--- src/matrix_multiply_top_defines.svh ---
// Assertion macros for the matrix multiply block.
// Included by the top level; no other dependencies.
`ifndef MATRIX_MULTIPLY_TOP_DEFINES_SVH
`define MATRIX_MULTIPLY_TOP_DEFINES_SVH
`ifndef NO_ASSERTIONS
`define MM_ASSERT_CLK(label, clk, rst, prop, msg) \
   label: assert property (@(posedge clk) disable iff (rst) prop) else $error(msg);
`define MM_ASSERT(label, prop, msg) \
   `MM_ASSERT_CLK(label, clock, reset, prop, msg)
`else
`define MM_ASSERT_CLK(label, clk, rst, prop, msg)
`define MM_ASSERT(label, prop, msg)
`endif
`endif

--- src/mm_pkg.sv ---
// Shared types and constants for the matrix multiply block.
// No dependencies; used by the interfaces and by the top, sequencer and MAC modules.
package mm_pkg;

   localparam int MAX_DIM_DEFAULT = 16;
   localparam int CMD_W           = 2;
   localparam int INDEX_W         = 8;
   localparam int ELEM_W          = 16;
   localparam int PROD_W          = 32;
   localparam int ACC_W           = 40;
   localparam int CFG_W           = 5;
   localparam int CSR_ADDR_W      = 2;
   localparam int RSP_Q_DEPTH     = 3;

   localparam logic [CFG_W-1:0] DIM_RESET = 5'd16;

   typedef enum logic [CMD_W-1:0] {
      CMD_WRITE_A = 2'd0,
      CMD_WRITE_B = 2'd1,
      CMD_COMPUTE = 2'd2,
      CMD_READ    = 2'd3
   } cmd_type;

   typedef enum logic [CSR_ADDR_W-1:0] {
      CSR_RESULT_ROWS  = 2'd0,
      CSR_INNER_LENGTH = 2'd1,
      CSR_RESULT_COLS  = 2'd2
   } csr_index_type;

   typedef enum logic {
      SEQ_IDLE = 1'b0,
      SEQ_RUN  = 1'b1
   } seq_state_type;

   // Control traveling alongside one multiply-accumulate term.
   typedef struct packed {
      logic valid;
      logic first;
      logic last;
   } mac_ctl_type;

endpackage

--- src/mm_mac.sv ---
// Multiply-accumulate pipeline: multiply, accumulate, write back one product.
// Depends on mm_pkg.
module mm_mac #(
   parameter int MAX_DIM = mm_pkg::MAX_DIM_DEFAULT
) (
   input  logic                                 clock,
   input  logic                                 reset,
   input  mm_pkg::mac_ctl_type                  ctl,
   input  logic [$clog2(MAX_DIM*MAX_DIM)-1:0]   p_addr,
   input  logic [mm_pkg::ELEM_W-1:0]            a_data,
   input  logic [mm_pkg::ELEM_W-1:0]            b_data,
   output logic                                 wr_en,
   output logic [$clog2(MAX_DIM*MAX_DIM)-1:0]   wr_addr,
   output logic [mm_pkg::ACC_W-1:0]             wr_data,
   output logic                                 busy
);

   localparam int ADDR_W = $clog2(MAX_DIM * MAX_DIM);

   mm_pkg::mac_ctl_type st1_ctl_ff, st2_ctl_ff;
   logic [ADDR_W-1:0]   st1_addr_ff, st2_addr_ff, wr_addr_ff;
   logic signed [mm_pkg::PROD_W-1:0] prod_ff, prod_in;
   logic [mm_pkg::ACC_W-1:0] acc_ff, acc_in, prod_ext;
   logic                wr_en_ff;

   assign prod_in  = $signed(a_data) * $signed(b_data);
   assign prod_ext = {{(mm_pkg::ACC_W - mm_pkg::PROD_W){prod_ff[mm_pkg::PROD_W-1]}}, prod_ff};
   assign acc_in   = st2_ctl_ff.first ? prod_ext : acc_ff + prod_ext;

   always_ff @(posedge clock) begin
      if (reset) begin
         st1_ctl_ff <= '0;
         st2_ctl_ff <= '0;
         wr_en_ff   <= 1'b0;
      end else begin
         st1_ctl_ff <= ctl;
         st2_ctl_ff <= st1_ctl_ff;
         wr_en_ff   <= st2_ctl_ff.valid && st2_ctl_ff.last;
      end
      st1_addr_ff <= p_addr;
      st2_addr_ff <= st1_addr_ff;
      wr_addr_ff  <= st2_addr_ff;
      prod_ff     <= prod_in;
      if (st2_ctl_ff.valid) begin
         acc_ff <= acc_in;
      end
   end

   assign wr_en   = wr_en_ff;
   assign wr_addr = wr_addr_ff;
   assign wr_data = acc_ff;
   assign busy    = st1_ctl_ff.valid || st2_ctl_ff.valid || wr_en_ff;

endmodule

--- config.mk ---
export PLATFORM = sky130hd
export DESIGN_NAME = mm_mac
export DESIGN_NICKNAME = d
export VERILOG_FILES = /design/src/matrix_multiply_top_defines.svh /design/src/mm_pkg.sv /design/src/mm_mac.sv
export SDC_FILE = /design/constraint.sdc
export NUM_CORES = 1
export LEC_CHECK = 0
export ABC_CLOCK_PERIOD_IN_PS = 6000
export BUFFER_PORTS_ARGS = -buffer_cell sky130_fd_sc_hd__buf_4
export CAP_MARGIN = 10
export CORE_ASPECT_RATIO = 1.75
export CORE_UTILIZATION = 58
export DETAILED_ROUTE_END_ITERATION = 8
export HOLD_SLACK_MARGIN = 0.06
export PLACE_DENSITY_LB_ADDON = 0.1
export SLEW_MARGIN = 10
export SYNTH_ARGS = -nofsm -noshare
export SYNTH_HDL_FRONTEND = slang
export SYNTH_SLANG_ARGS = --single-unit
--- constraint.sdc ---
create_clock -name clock -period 6 [get_ports clock]
set_input_delay 0 -clock clock [delete_from_list [all_inputs] [get_ports clock]]
set_output_delay 0 -clock clock [all_outputs]
set_load 0.005 [all_outputs]
==> results.toml <==
[status]
run_status = "finished clean"

[routing]
post_drt_wl_per_cell_um = 16.6
drt-total-wl_um = 32800
routed_via_density = 5.45
drt-pass1-iter-count = 5
post-route-drc-count = 0
first_iter_violations = 429
antenna_violating_nets_post_route = 0
detailroute.via_count = 10796

[setup_path]
timing.critical_path.fanout_max = 16
setup.worst_path.end_class = "flip-flop"
criticalPathCategory = "in -> reg"
r2r.worst_path.cells = 12
critPathRequiredTime_ns = 6.25
worstReg2RegStart = "wr_data[0]"
launching_element_of_the_worst_setup_path = "b_data[1]"
worstSetupStartpointType = "input port"
timing.critical_path.arrival_ns = 5.82

[synth]
post_synth_xor_area_fraction_pct = 3.58
yosys.area_share.simple_pct = 15.4
synth.yosys.seq_area_share_pct = 16.5
ys_ff_latch = 103
syn_area_mm2 = 0.0149
share_of_synthesized_area_spent_on_multiplexers_pct = 0.277
synth-async-reset-ratio_pct = 0
synth_top_flop_cell = "sky130_fd_sc_hd__dfxtp_1"
synthesis.instances = 1580
synth_top_family_by_area = "adder cells"
share_of_the_synthesized_area_in_compound_gates_ao_oa_aoi_oai_pct = 10.0
synth.avg_cell_area_um2 = 9.43
yosys_warnings = 0
netlist-cell-type-count = 72
mappedNetlistNets = 2009
synth-adder-area-share_pct = 45.5
post_synth_edffs = 40

[clocking]
clock_tree.root_cell = "sky130_fd_sc_hd__clkbuf_16"
cts-root-to-sink-buffers = 2
clock_tree_from_tritoncts = "yes"
clk_pin_slew_ns = 0.07
cts.sink_count = 103
clk-insertion-delay-late_ns = 0.36
h-tree-depth = 3
cts_buffers = 9

[final_layout]
nFillCells = 2162
mostFrequentLayoutCells = "299 x sky130_fd_sc_hd__inv_1, 263 x sky130_fd_sc_hd__fa_1, 191 x sky130_fd_sc_hd__nand2_1"
synthToLayoutAreaGrowth_pct = 9.58
insertedDiodeCount = 0
most_frequent_standard_cell_in_the_layout_excluding_fill_and_tap_cells = "sky130_fd_sc_hd__inv_1"
nets = 2090
final_layout_size_suffix_gt1_share_pct = 8.58

[sta]
max_clock_freq_mhz = 180
setup_tns_ns = 0
setup_violations = 0
hold_violations = 0
layout_min_cycle_time_ns = 5.56
final.period_utilization_pct = 92.7
max_slew.worst_pin.slew_ns = 1.10
rsz0062_at_grt = "false"
fin_skew_ns = 0.0113
timing.final.max_slew_violations = 0
slew_headroom_pct = 26.8

[flow_run]
drv_cap = 0

[placement]
finalWeightedCongestion = 0.899
dp.final_hpwl_um = 27400
buffer_ports.inserted = 94

[floorplan]
placeableCoreArea_mm2 = 0.0252
chipHeight_um = 214
std_cell_rows = 77
initial_utilization_pct = 59.1
io_count = 95
die_span_x_um = 123
dieArea_mm2 = 0.0264

[worst_hold_path]
hold_class = "in -> reg"
worstHoldPathCells = 3
hold_path_origin = "a_data[0]"

[grt]
sum_of_overflow_across_all_layers_after_global_routing = 0
grt_max_degree = 71
antenna_found_initial = 0
all_layer_gr_usage_pct = 27.1
grt_first_pass_wirelength_um = 55600
grt_pass1_vias = 11909
[metal layers]
layer / wire [µm] / global-route usage [%] / vias up
met5: 0 / 0 / -
met4: 982 / 9.64 / 0
met3: 993 / 2.53 / 59
met2: 18000 / 50.9 / 215
met1: 12800 / 31.0 / 5387
li1: - / - / 5135
[logic make-up after synthesis]
| logic type | Yosys count |
|---|---|
| mux | 4 |
| fa+ha+maj | 384 |
| compound gates | 219 |
| simple gates | 464 |
| xor+xnor | 61 |
| flops | 103 |
| buf+inv | 345 |
[worst paths after layout]
path / slack (ns) / to
setup / recovery: 0.44 / prod_ff[30]
hold / removal: 0.11 / prod_ff[0]
setup reg to reg: 2.85 / wr_data[24]
hold reg to reg: 0.33 / st2_addr_ff[5]
[metrics by stage]
stage          std cells  utilization [%]  setup slack [ns]  hold slack [ns]  cell area, µm²
6_report            1982             64.7             0.437            0.108           16300
5_1_grt             1982             64.7             0.150            0.136           16300
4_1_cts             1982             64.7             0.441            0.100           16300
3_5_place_dp        1953             63.0            0.0434            0.105           15900
3_3_place_gp        1953             63.0             0.157            0.105           15900
2_1_floorplan       1580                -             0.296           0.0277           14900
[Yosys cell counts, types with 21 or more instances]
cell type	number	share of area (%)
sky130_fd_sc_hd__a21o_1	21	1.1
sky130_fd_sc_hd__a21oi_1	50	1.7
sky130_fd_sc_hd__and2_1	132	5.5
sky130_fd_sc_hd__clkbuf_1	43	1.1
sky130_fd_sc_hd__dfxtp_1	63	8.5
sky130_fd_sc_hd__edfxtp_1	40	8.1
sky130_fd_sc_hd__fa_1	263	35
sky130_fd_sc_hd__ha_1	121	10
sky130_fd_sc_hd__inv_1	299	7.5
sky130_fd_sc_hd__nand2_1	191	4.8
sky130_fd_sc_hd__nor2_1	50	1.3
sky130_fd_sc_hd__o21ai_0	44	1.5
sky130_fd_sc_hd__xnor2_1	44	2.6
[critical path, cell delays in order]
cell and delay, ns:
sky130_fd_sc_hd__buf_4 0.18, sky130_fd_sc_hd__nand2_1 0.13, sky130_fd_sc_hd__inv_1 0.09, sky130_fd_sc_hd__fa_1 0.66, sky130_fd_sc_hd__fa_1 0.68, sky130_fd_sc_hd__fa_1 0.46
sky130_fd_sc_hd__fa_1 0.50, sky130_fd_sc_hd__fa_1 0.49, sky130_fd_sc_hd__inv_1 0.05, sky130_fd_sc_hd__fa_1 0.47, sky130_fd_sc_hd__inv_1 0.04, sky130_fd_sc_hd__ha_1 0.35
sky130_fd_sc_hd__and4_1 0.27, sky130_fd_sc_hd__nand3_1 0.13, sky130_fd_sc_hd__or2_2 0.33, sky130_fd_sc_hd__o31ai_1 0.27, sky130_fd_sc_hd__buf_4 0.19, sky130_fd_sc_hd__o41ai_2 0.09
sky130_fd_sc_hd__o2111ai_1 0.21, sky130_fd_sc_hd__a21oi_1 0.10, sky130_fd_sc_hd__xnor2_1 0.13
[flip-flops by register name, summed over array words and instances, names as in the netlist]
register and flops:
st2_addr_ff 8, wr_data 40, wr_en 1, wr_addr 8
prod_ff 32, st1_addr_ff 8, st2_ctl_ff 3, st1_ctl_ff 3
[final cells by class]
| cell class | count | area (µm²) | area share, % |
|---|---|---|---|
| Multi-Input combinational cell | 1132 | 11100 | 68.2 |
| Sequential cell | 103 | 2460 | 15.1 |
| Inverter | 299 | 1120 | 6.87 |
| Timing Repair Buffer | 116 | 903 | 5.53 |
| Tap cell | 316 | 395 | 2.42 |
| Clock buffer | 9 | 225 | 1.38 |
| Clock inverter | 7 | 85.1 | 0.521 |
[what timing repair did]
action | CTS | global route
hold buffers | 13 | 0
endpoints found under the hold margin | 16 | 0
setup buffers | 0 | 0
gates resized for setup | 0 | 0
Power is not shown: default switching activity piles up to over one toggle a cycle in this logic, so the estimate is an artifact.
