==> src/matrix_multiply_top_defines.svh <==
// Assertion macros for the matrix multiply block.
// Included by the top level; no other dependencies.
`ifndef MATRIX_MULTIPLY_TOP_DEFINES_SVH
`define MATRIX_MULTIPLY_TOP_DEFINES_SVH
`ifndef NO_ASSERTIONS
`define MM_ASSERT_CLK(label, clk, rst, prop, msg) \
   label: assert property (@(posedge clk) disable iff (rst) prop) else $error(msg);
`define MM_ASSERT(label, prop, msg) \
   `MM_ASSERT_CLK(label, clock, reset, prop, msg)
`else
`define MM_ASSERT_CLK(label, clk, rst, prop, msg)
`define MM_ASSERT(label, prop, msg)
`endif
`endif

==> src/mm_pkg.sv <==
// Shared types and constants for the matrix multiply block.
// No dependencies; used by the interfaces and by the top, sequencer and MAC modules.
package mm_pkg;

   localparam int MAX_DIM_DEFAULT = 16;
   localparam int CMD_W           = 2;
   localparam int INDEX_W         = 8;
   localparam int ELEM_W          = 16;
   localparam int PROD_W          = 32;
   localparam int ACC_W           = 40;
   localparam int CFG_W           = 5;
   localparam int CSR_ADDR_W      = 2;
   localparam int RSP_Q_DEPTH     = 3;

   localparam logic [CFG_W-1:0] DIM_RESET = 5'd16;

   typedef enum logic [CMD_W-1:0] {
      CMD_WRITE_A = 2'd0,
      CMD_WRITE_B = 2'd1,
      CMD_COMPUTE = 2'd2,
      CMD_READ    = 2'd3
   } cmd_type;

   typedef enum logic [CSR_ADDR_W-1:0] {
      CSR_RESULT_ROWS  = 2'd0,
      CSR_INNER_LENGTH = 2'd1,
      CSR_RESULT_COLS  = 2'd2
   } csr_index_type;

   typedef enum logic {
      SEQ_IDLE = 1'b0,
      SEQ_RUN  = 1'b1
   } seq_state_type;

   // Control traveling alongside one multiply-accumulate term.
   typedef struct packed {
      logic valid;
      logic first;
      logic last;
   } mac_ctl_type;

endpackage

==> src/mm_seq.sv <==
// Address sequencer: walks rows, columns and the inner dimension of a product.
// Depends on mm_pkg.
module mm_seq #(
   parameter int MAX_DIM = mm_pkg::MAX_DIM_DEFAULT
) (
   input  logic                                  clock,
   input  logic                                  reset,
   input  logic                                  start,
   input  logic [$clog2(MAX_DIM+1)-1:0]          dim_h,
   input  logic [$clog2(MAX_DIM+1)-1:0]          dim_k,
   input  logic [$clog2(MAX_DIM+1)-1:0]          dim_w,
   output logic [$clog2(MAX_DIM*MAX_DIM)-1:0]    a_addr,
   output logic [$clog2(MAX_DIM*MAX_DIM)-1:0]    b_addr,
   output logic [$clog2(MAX_DIM*MAX_DIM)-1:0]    p_addr,
   output mm_pkg::mac_ctl_type                   ctl,
   output logic                                  busy
);

   localparam int DIM_W  = $clog2(MAX_DIM + 1);
   localparam int ADDR_W = $clog2(MAX_DIM * MAX_DIM);

   mm_pkg::seq_state_type state_ff, state_in;
   logic [DIM_W-1:0]  i_ff, i_in, x_ff, x_in, y_ff, y_in;
   logic [ADDR_W-1:0] a_addr_ff, a_addr_in, b_addr_ff, b_addr_in;
   logic [ADDR_W-1:0] row_base_ff, row_base_in, p_addr_ff, p_addr_in;
   logic [DIM_W-1:0]  h_last, k_last, w_last;

   assign h_last = dim_h - DIM_W'(1);
   assign k_last = dim_k - DIM_W'(1);
   assign w_last = dim_w - DIM_W'(1);

   always_ff @(posedge clock) begin
      if (reset) begin
         state_ff <= mm_pkg::SEQ_IDLE;
      end else begin
         state_ff <= state_in;
      end
      i_ff        <= i_in;
      x_ff        <= x_in;
      y_ff        <= y_in;
      a_addr_ff   <= a_addr_in;
      b_addr_ff   <= b_addr_in;
      row_base_ff <= row_base_in;
      p_addr_ff   <= p_addr_in;
   end

   always_comb begin
      state_in    = state_ff;
      i_in        = i_ff;
      x_in        = x_ff;
      y_in        = y_ff;
      a_addr_in   = a_addr_ff;
      b_addr_in   = b_addr_ff;
      row_base_in = row_base_ff;
      p_addr_in   = p_addr_ff;
      ctl         = '0;
      case (state_ff)
         mm_pkg::SEQ_IDLE: begin
            if (start) begin
               state_in    = mm_pkg::SEQ_RUN;
               i_in        = '0;
               x_in        = '0;
               y_in        = '0;
               a_addr_in   = '0;
               b_addr_in   = '0;
               row_base_in = '0;
               p_addr_in   = '0;
            end
         end
         mm_pkg::SEQ_RUN: begin
            ctl.valid = 1'b1;
            ctl.first = (i_ff == '0);
            ctl.last  = (i_ff == k_last);
            if (i_ff == k_last) begin
               // end of one dot product: step to the next product element
               i_in      = '0;
               p_addr_in = p_addr_ff + ADDR_W'(1);
               if (x_ff == w_last) begin
                  x_in        = '0;
                  y_in        = y_ff + DIM_W'(1);
                  row_base_in = row_base_ff + ADDR_W'(dim_k);
                  a_addr_in   = row_base_ff + ADDR_W'(dim_k);
                  b_addr_in   = '0;
                  if (y_ff == h_last) begin
                     state_in = mm_pkg::SEQ_IDLE;
                  end
               end else begin
                  x_in      = x_ff + DIM_W'(1);
                  a_addr_in = row_base_ff;
                  b_addr_in = ADDR_W'(x_ff) + ADDR_W'(1);
               end
            end else begin
               i_in      = i_ff + DIM_W'(1);
               a_addr_in = a_addr_ff + ADDR_W'(1);
               b_addr_in = b_addr_ff + ADDR_W'(dim_w);
            end
         end
         default: begin
            state_in = mm_pkg::SEQ_IDLE;
         end
      endcase
   end

   assign a_addr = a_addr_ff;
   assign b_addr = b_addr_ff;
   assign p_addr = p_addr_ff;
   assign busy   = (state_ff == mm_pkg::SEQ_RUN);

endmodule

==> config.mk <==
export PLATFORM = sky130hd
export DESIGN_NAME = mm_seq
export DESIGN_NICKNAME = d
export VERILOG_FILES = /design/src/matrix_multiply_top_defines.svh /design/src/mm_pkg.sv /design/src/mm_seq.sv
export SDC_FILE = /design/constraint.sdc
export NUM_CORES = 1
export LEC_CHECK = 0
export BUFFER_PORTS_ARGS = -buffer_cell sky130_fd_sc_hd__buf_4
export CAP_MARGIN = 20
export CORE_UTILIZATION = 40
export DETAILED_ROUTE_END_ITERATION = 7
export GPL_TIMING_DRIVEN = 0
export PLACE_DENSITY = 0.66
export SLEW_MARGIN = 20
export SYNTH_ARGS = -nofsm -noshare
export SYNTH_HDL_FRONTEND = slang
export SYNTH_SLANG_ARGS = --single-unit
==> constraint.sdc <==
create_clock -name clock -period 6.15 [get_ports clock]
set_input_delay 0.9225 -clock clock [delete_from_list [all_inputs] [get_ports clock]]
set_output_delay 0.9225 -clock clock [all_outputs]
set_load 0.1 [all_outputs]
==> impl_metrics.prom <==
# TYPE chip_impl_metric gauge
chip_impl_info{name="yosysTopAreaCell",value="edfxtp_1"} 1
chip_impl_metric{name="layout.nets",unit=""} 395
chip_impl_metric{name="finalWeightedCongestion",unit=""} 0.741
chip_impl_metric{name="drive_gt1_share",unit="%"} 18.2
chip_impl_metric{name="grt_antenna_before_repair",unit=""} 0
chip_impl_metric{name="grtUsageTotal",unit="%"} 16.8
chip_impl_metric{name="yosys_warns",unit=""} 0
chip_impl_metric{name="max_cap_viol_count",unit=""} 0
chip_impl_metric{name="min_path_cells",unit=""} 1
chip_impl_metric{name="postCtsHoldBufs",unit=""} 0
chip_impl_metric{name="first_pass_iters",unit=""} 4
chip_impl_info{name="regToRegStartpoint",value="row_base_ff[0]$_SDFFCE_PN0P_"} 1
chip_impl_metric{name="tightest_slew",unit="ps"} 955
chip_impl_metric{name="fill_count",unit=""} 745
chip_impl_metric{name="synthToLayoutAreaGrowth",unit="%"} 19.3
chip_impl_metric{name="setup_viol",unit=""} 0
chip_impl_metric{name="grt_overflow_total",unit=""} 0
chip_impl_metric{name="r2r.worst_path.cells",unit=""} 8
chip_impl_metric{name="use_met1",unit="%"} 23.6
chip_impl_info{name="setup.worst_path.start_class",value="input pin"} 1
chip_impl_info{name="rsz0062_at_grt",value="no"} 1
chip_impl_metric{name="worstPathMaxFanout",unit=""} 5
chip_impl_metric{name="switchingPower",unit="W"} 0.000401
chip_impl_metric{name="tritoncts_num_sinks",unit=""} 48
chip_impl_metric{name="drc",unit=""} 0
chip_impl_metric{name="timing.slew.headroom",unit="%"} 36.2
chip_impl_info{name="end_kind",value="output port"} 1
chip_impl_metric{name="vias",unit=""} 2485
chip_impl_metric{name="netlist_instances",unit=""} 303
chip_impl_metric{name="cts_setup_buffers",unit=""} 0
chip_impl_metric{name="yosys_register_bits",unit=""} 48
chip_impl_info{name="top_usage_layer",value="met2"} 1
chip_impl_info{name="timing.hold.worst.start",value="p_addr[0]$_SDFFCE_PN0P_"} 1
chip_impl_metric{name="max-clock-path-buffers",unit=""} 2
chip_impl_metric{name="num_io_pins",unit=""} 46
chip_impl_metric{name="leakagePower",unit="nW"} 1.56
chip_impl_metric{name="grt_first_pass_wirelength",unit="µm"} 11200
chip_impl_metric{name="antenna_cells",unit=""} 0
chip_impl_metric{name="vias_in_the_first_global_route",unit=""} 2334
chip_impl_metric{name="worst_ep_required_time",unit="ps"} 5230
chip_impl_metric{name="y_dimension_of_the_die",unit="µm"} 91.8
chip_impl_metric{name="drtAntennaViolNets",unit=""} 0
chip_impl_metric{name="asyncSetResetFlopFracSynth",unit="%"} 0
chip_impl_metric{name="minimum_hold_slack",unit="ps"} 635
chip_impl_metric{name="clock.fmax",unit="MHz"} 288
chip_impl_metric{name="netlist_area",unit="µm²"} 3230
chip_impl_metric{name="clock_power_share",unit="%"} 26.2
chip_impl_metric{name="floorplan.core_area",unit="µm²"} 7770
chip_impl_metric{name="cts.reportedPaths.clkPinSlew",unit="ps"} 100
chip_impl_metric{name="final-hold-violation-count",unit=""} 0
chip_impl_metric{name="register_area",unit="µm²"} 1430
chip_impl_metric{name="postCtsResizedCells",unit=""} 0
chip_impl_metric{name="synth_enable_flop_cells",unit=""} 47
chip_impl_metric{name="port_buffers",unit=""} 45
chip_impl_metric{name="die_area",unit="µm²"} 8430
chip_impl_metric{name="cts_inserted_buffers",unit=""} 5
chip_impl_info{name="r2r_end",value="a_addr[6]$_SDFFCE_PN0P_"} 1
chip_impl_metric{name="p_sw_share",unit="%"} 37.4
chip_impl_info{name="synth-main-ff-cell",value="edfxtp_1"} 1
chip_impl_metric{name="r2r_slack",unit="ps"} 3780
chip_impl_metric{name="maximum_level_of_the_cts_h_tree",unit=""} 2
chip_impl_info{name="min-delay-path-class",value="register to register"} 1
chip_impl_metric{name="worst_setup_skew_after_layout",unit="ps"} 12.3
chip_impl_info{name="synthTopCellsByArea",value="edfxtp_1 (44%), ha_1 (7.4%), xor2_1 (6.8%)"} 1
chip_impl_metric{name="power-per-cell-area",unit="nW/µm²"} 279
chip_impl_metric{name="pwr-share-seq",unit="%"} 40.0
chip_impl_metric{name="viasPerCell",unit=""} 5.41
chip_impl_info{name="tritoncts",value="done"} 1
chip_impl_metric{name="hpwl",unit="µm"} 5050
chip_impl_metric{name="internal_power",unit="W"} 0.000672
chip_impl_info{name="run_status",value="complete, no violations"} 1
chip_impl_metric{name="grtUsageMet2",unit="%"} 26.9
chip_impl_metric{name="proportion_of_netlist_area_held_by_the_largest_area_contributor",unit="%"} 43.7
chip_impl_metric{name="num_rows",unit=""} 32
chip_impl_metric{name="start_util",unit="%"} 41.6
chip_impl_metric{name="mapped_avg_cell_area",unit="µm²"} 10.7
chip_impl_info{name="clock_tree.root_cell",value="clkbuf_8"} 1
chip_impl_metric{name="min_period",unit="ps"} 3470
chip_impl_metric{name="drt_iter0_drc",unit=""} 176
chip_impl_info{name="criticalPathCategory",value="input pin to output port"} 1
chip_impl_metric{name="synth.net_count",unit=""} 342
chip_impl_metric{name="fp.dieW",unit="µm"} 91.8
chip_impl_metric{name="min_period_over_period",unit="%"} 56.4
chip_impl_metric{name="setup_total_negative_slack",unit="ps"} 0
chip_impl_info{name="worstHoldEndpoint",value="p_addr[0]$_SDFFCE_PN0P_"} 1
chip_impl_metric{name="post_drt_wl_per_cell",unit="µm"} 14.8
chip_impl_metric{name="combinationalPowerShare",unit="%"} 33.8
chip_impl_metric{name="synth_cell_types",unit=""} 51
chip_impl_metric{name="maximum_number_of_pins_on_one_net_before_global_route_repair",unit=""} 22
chip_impl_metric{name="worst_skew_pair.late_latency",unit="ps"} 310
chip_impl_metric{name="multiInputGateArea",unit="µm²"} 1680
chip_impl_metric{name="synth-seq-area-share",unit="%"} 44.3
chip_impl_metric{name="globalRouteMet3Util",unit="%"} 2.57
chip_impl_metric{name="postRouteWirelength",unit="µm"} 6780
chip_impl_metric{name="worst_ir_drop_vdd",unit="V"} 0.000186
chip_impl_metric{name="timing_max_transition_violations_final",unit=""} 0
chip_impl_metric{name="worst-endpoint-arrival",unit="ps"} 2550
==> registers in the layout (all words and copies together) (netlist names) <==
signal	cells
busy	1
b_addr	8
x_ff	5
row_base_ff	8
y_ff	5
p_addr	8
i_ff	5
a_addr	8
==> cell type report <==
class	count	share of cell area (%)
Tap cell	102	3.31
Sequential cell	48	37.2
Clock inverter	3	1.79
Multi-Input combinational cell	229	43.7
Buffer	11	1.59
Timing Repair Buffer	46	9.16
Clock buffer	5	1.79
Inverter	15	1.46
==> layout by cell type, fill, tap and decap left out, types with 2 or more instances in the layout <==
master     instances
edfxtp_1          47
buf_4             46
nor2_1            28
xor2_1            25
a21oi_1           23
ha_1              19
xnor2_1           18
inv_1             15
nand3_1           15
nand2_1           11
o21ai_0            9
a211oi_1           8
clkbuf_1           7
mux2i_1            6
and3_1             6
a21o_1             5
clkbuf_8           5
a311oi_1           4
nor3_1             3
nand2b_1           3
nand4_1            3
or3_1              3
and2_1             3
and4_1             2
buf_6              2
nand3b_1           2
a211oi_2           2
o22ai_1            2
o21ai_1            2
o21bai_1           2
o31ai_1            2
or4b_1             2
a21boi_0           2
fa_1               2
bufinv_16          2
==> per-stage QoR <==
stage | utilization [%] | worst slack (ps) | instance area (µm²) | total power, W | cells
finish | 49.6 | 2680 | 3850 | 0.00107 | 459
global route | 49.6 | 2510 | 3850 | 0.00112 | 459
CTS | 49.6 | 2680 | 3850 | 0.00108 | 459
global placement | 47.6 | 2280 | 3690 | 0.000794 | 450
floorplan | - | 1270 | 3230 | 0.000714 | 303
detailed placement | 47.8 | 2680 | 3710 | 0.000800 | 451
==> logic make-up after synthesis <==
kind of cell | Yosys count | synth area share, %
and+or+nand+nor | 89 | 15.1
AOI/OAI and AO/OA | 69 | 14.3
DFF | 48 | 44.3
xor gates and xnor gates | 44 | 12.2
buffers and inverters | 26 | 3.64
adders and majority gates | 21 | 8.60
muxes | 6 | 1.86
==> power groups by stage <==
| stage | clock network [W] | logic, W | registers (W) |
|---|---|---|---|
| after detailed placement | 0 | 0.000363 | 0.000437 |
| after CTS | 0.000284 | 0.000365 | 0.000430 |
| after global routing | 0.000297 | 0.000391 | 0.000434 |
| after global placement | 0 | 0.000357 | 0.000437 |
| after floorplan | 0 | 0.000155 | 0.000559 |
| final | 0.000281 | 0.000363 | 0.000429 |
==> worst max-delay path: stages <==
cell,delay [ps]
buf_4,120
inv_1,90
ha_1,230
nand2_1,70
mux2i_1,210
a211o_1,220
nand3_1,250
inv_1,140
buf_4,300
==> synth_stat cells, types with 3 or more instances <==
| library cell | count |
|---|---|
| edfxtp_1 | 47 |
| nor2_1 | 28 |
| xor2_1 | 25 |
| a21oi_1 | 23 |
| ha_1 | 19 |
| xnor2_1 | 18 |
| inv_1 | 15 |
| nand3_1 | 15 |
| nand2_1 | 11 |
| o21ai_0 | 10 |
| a211oi_1 | 8 |
| clkbuf_1 | 7 |
| and3_1 | 6 |
| mux2i_1 | 6 |
| a21o_1 | 5 |
| a311oi_1 | 4 |
| and2_1 | 3 |
| nand2b_1 | 3 |
| nand4_1 | 3 |
| nor3_1 | 3 |
| or3_1 | 3 |
==> worst max path at each step <==
stage                                   end  depth (start not counted)            start  slack, ps
2_1_floorplan                        ctl[1]                          2  busy$_SDFF_PP0_       1270
3_5_place_dp                         ctl[0]                          9         dim_k[1]       2680
6_report                             ctl[0]                          9         dim_k[1]       2680
3_3_place_gp   row_base_ff[3]$_SDFFCE_PN0P_                          8         dim_k[1]       2280
4_1_cts                              ctl[0]                          9         dim_k[1]       2680
5_1_grt                              ctl[0]                          9         dim_k[1]       2510
==> layer usage <==
| layer | up-vias | part of all wire [%] |
|---|---|---|
| met5 | - | 0 |
| met2 | 59 | 46 |
| met1 | 1190 | 48 |
| li1 | 1229 | - |
| met4 | 0 | 1.1 |
| met3 | 7 | 4.3 |
(Power assumes the default switching activity.)
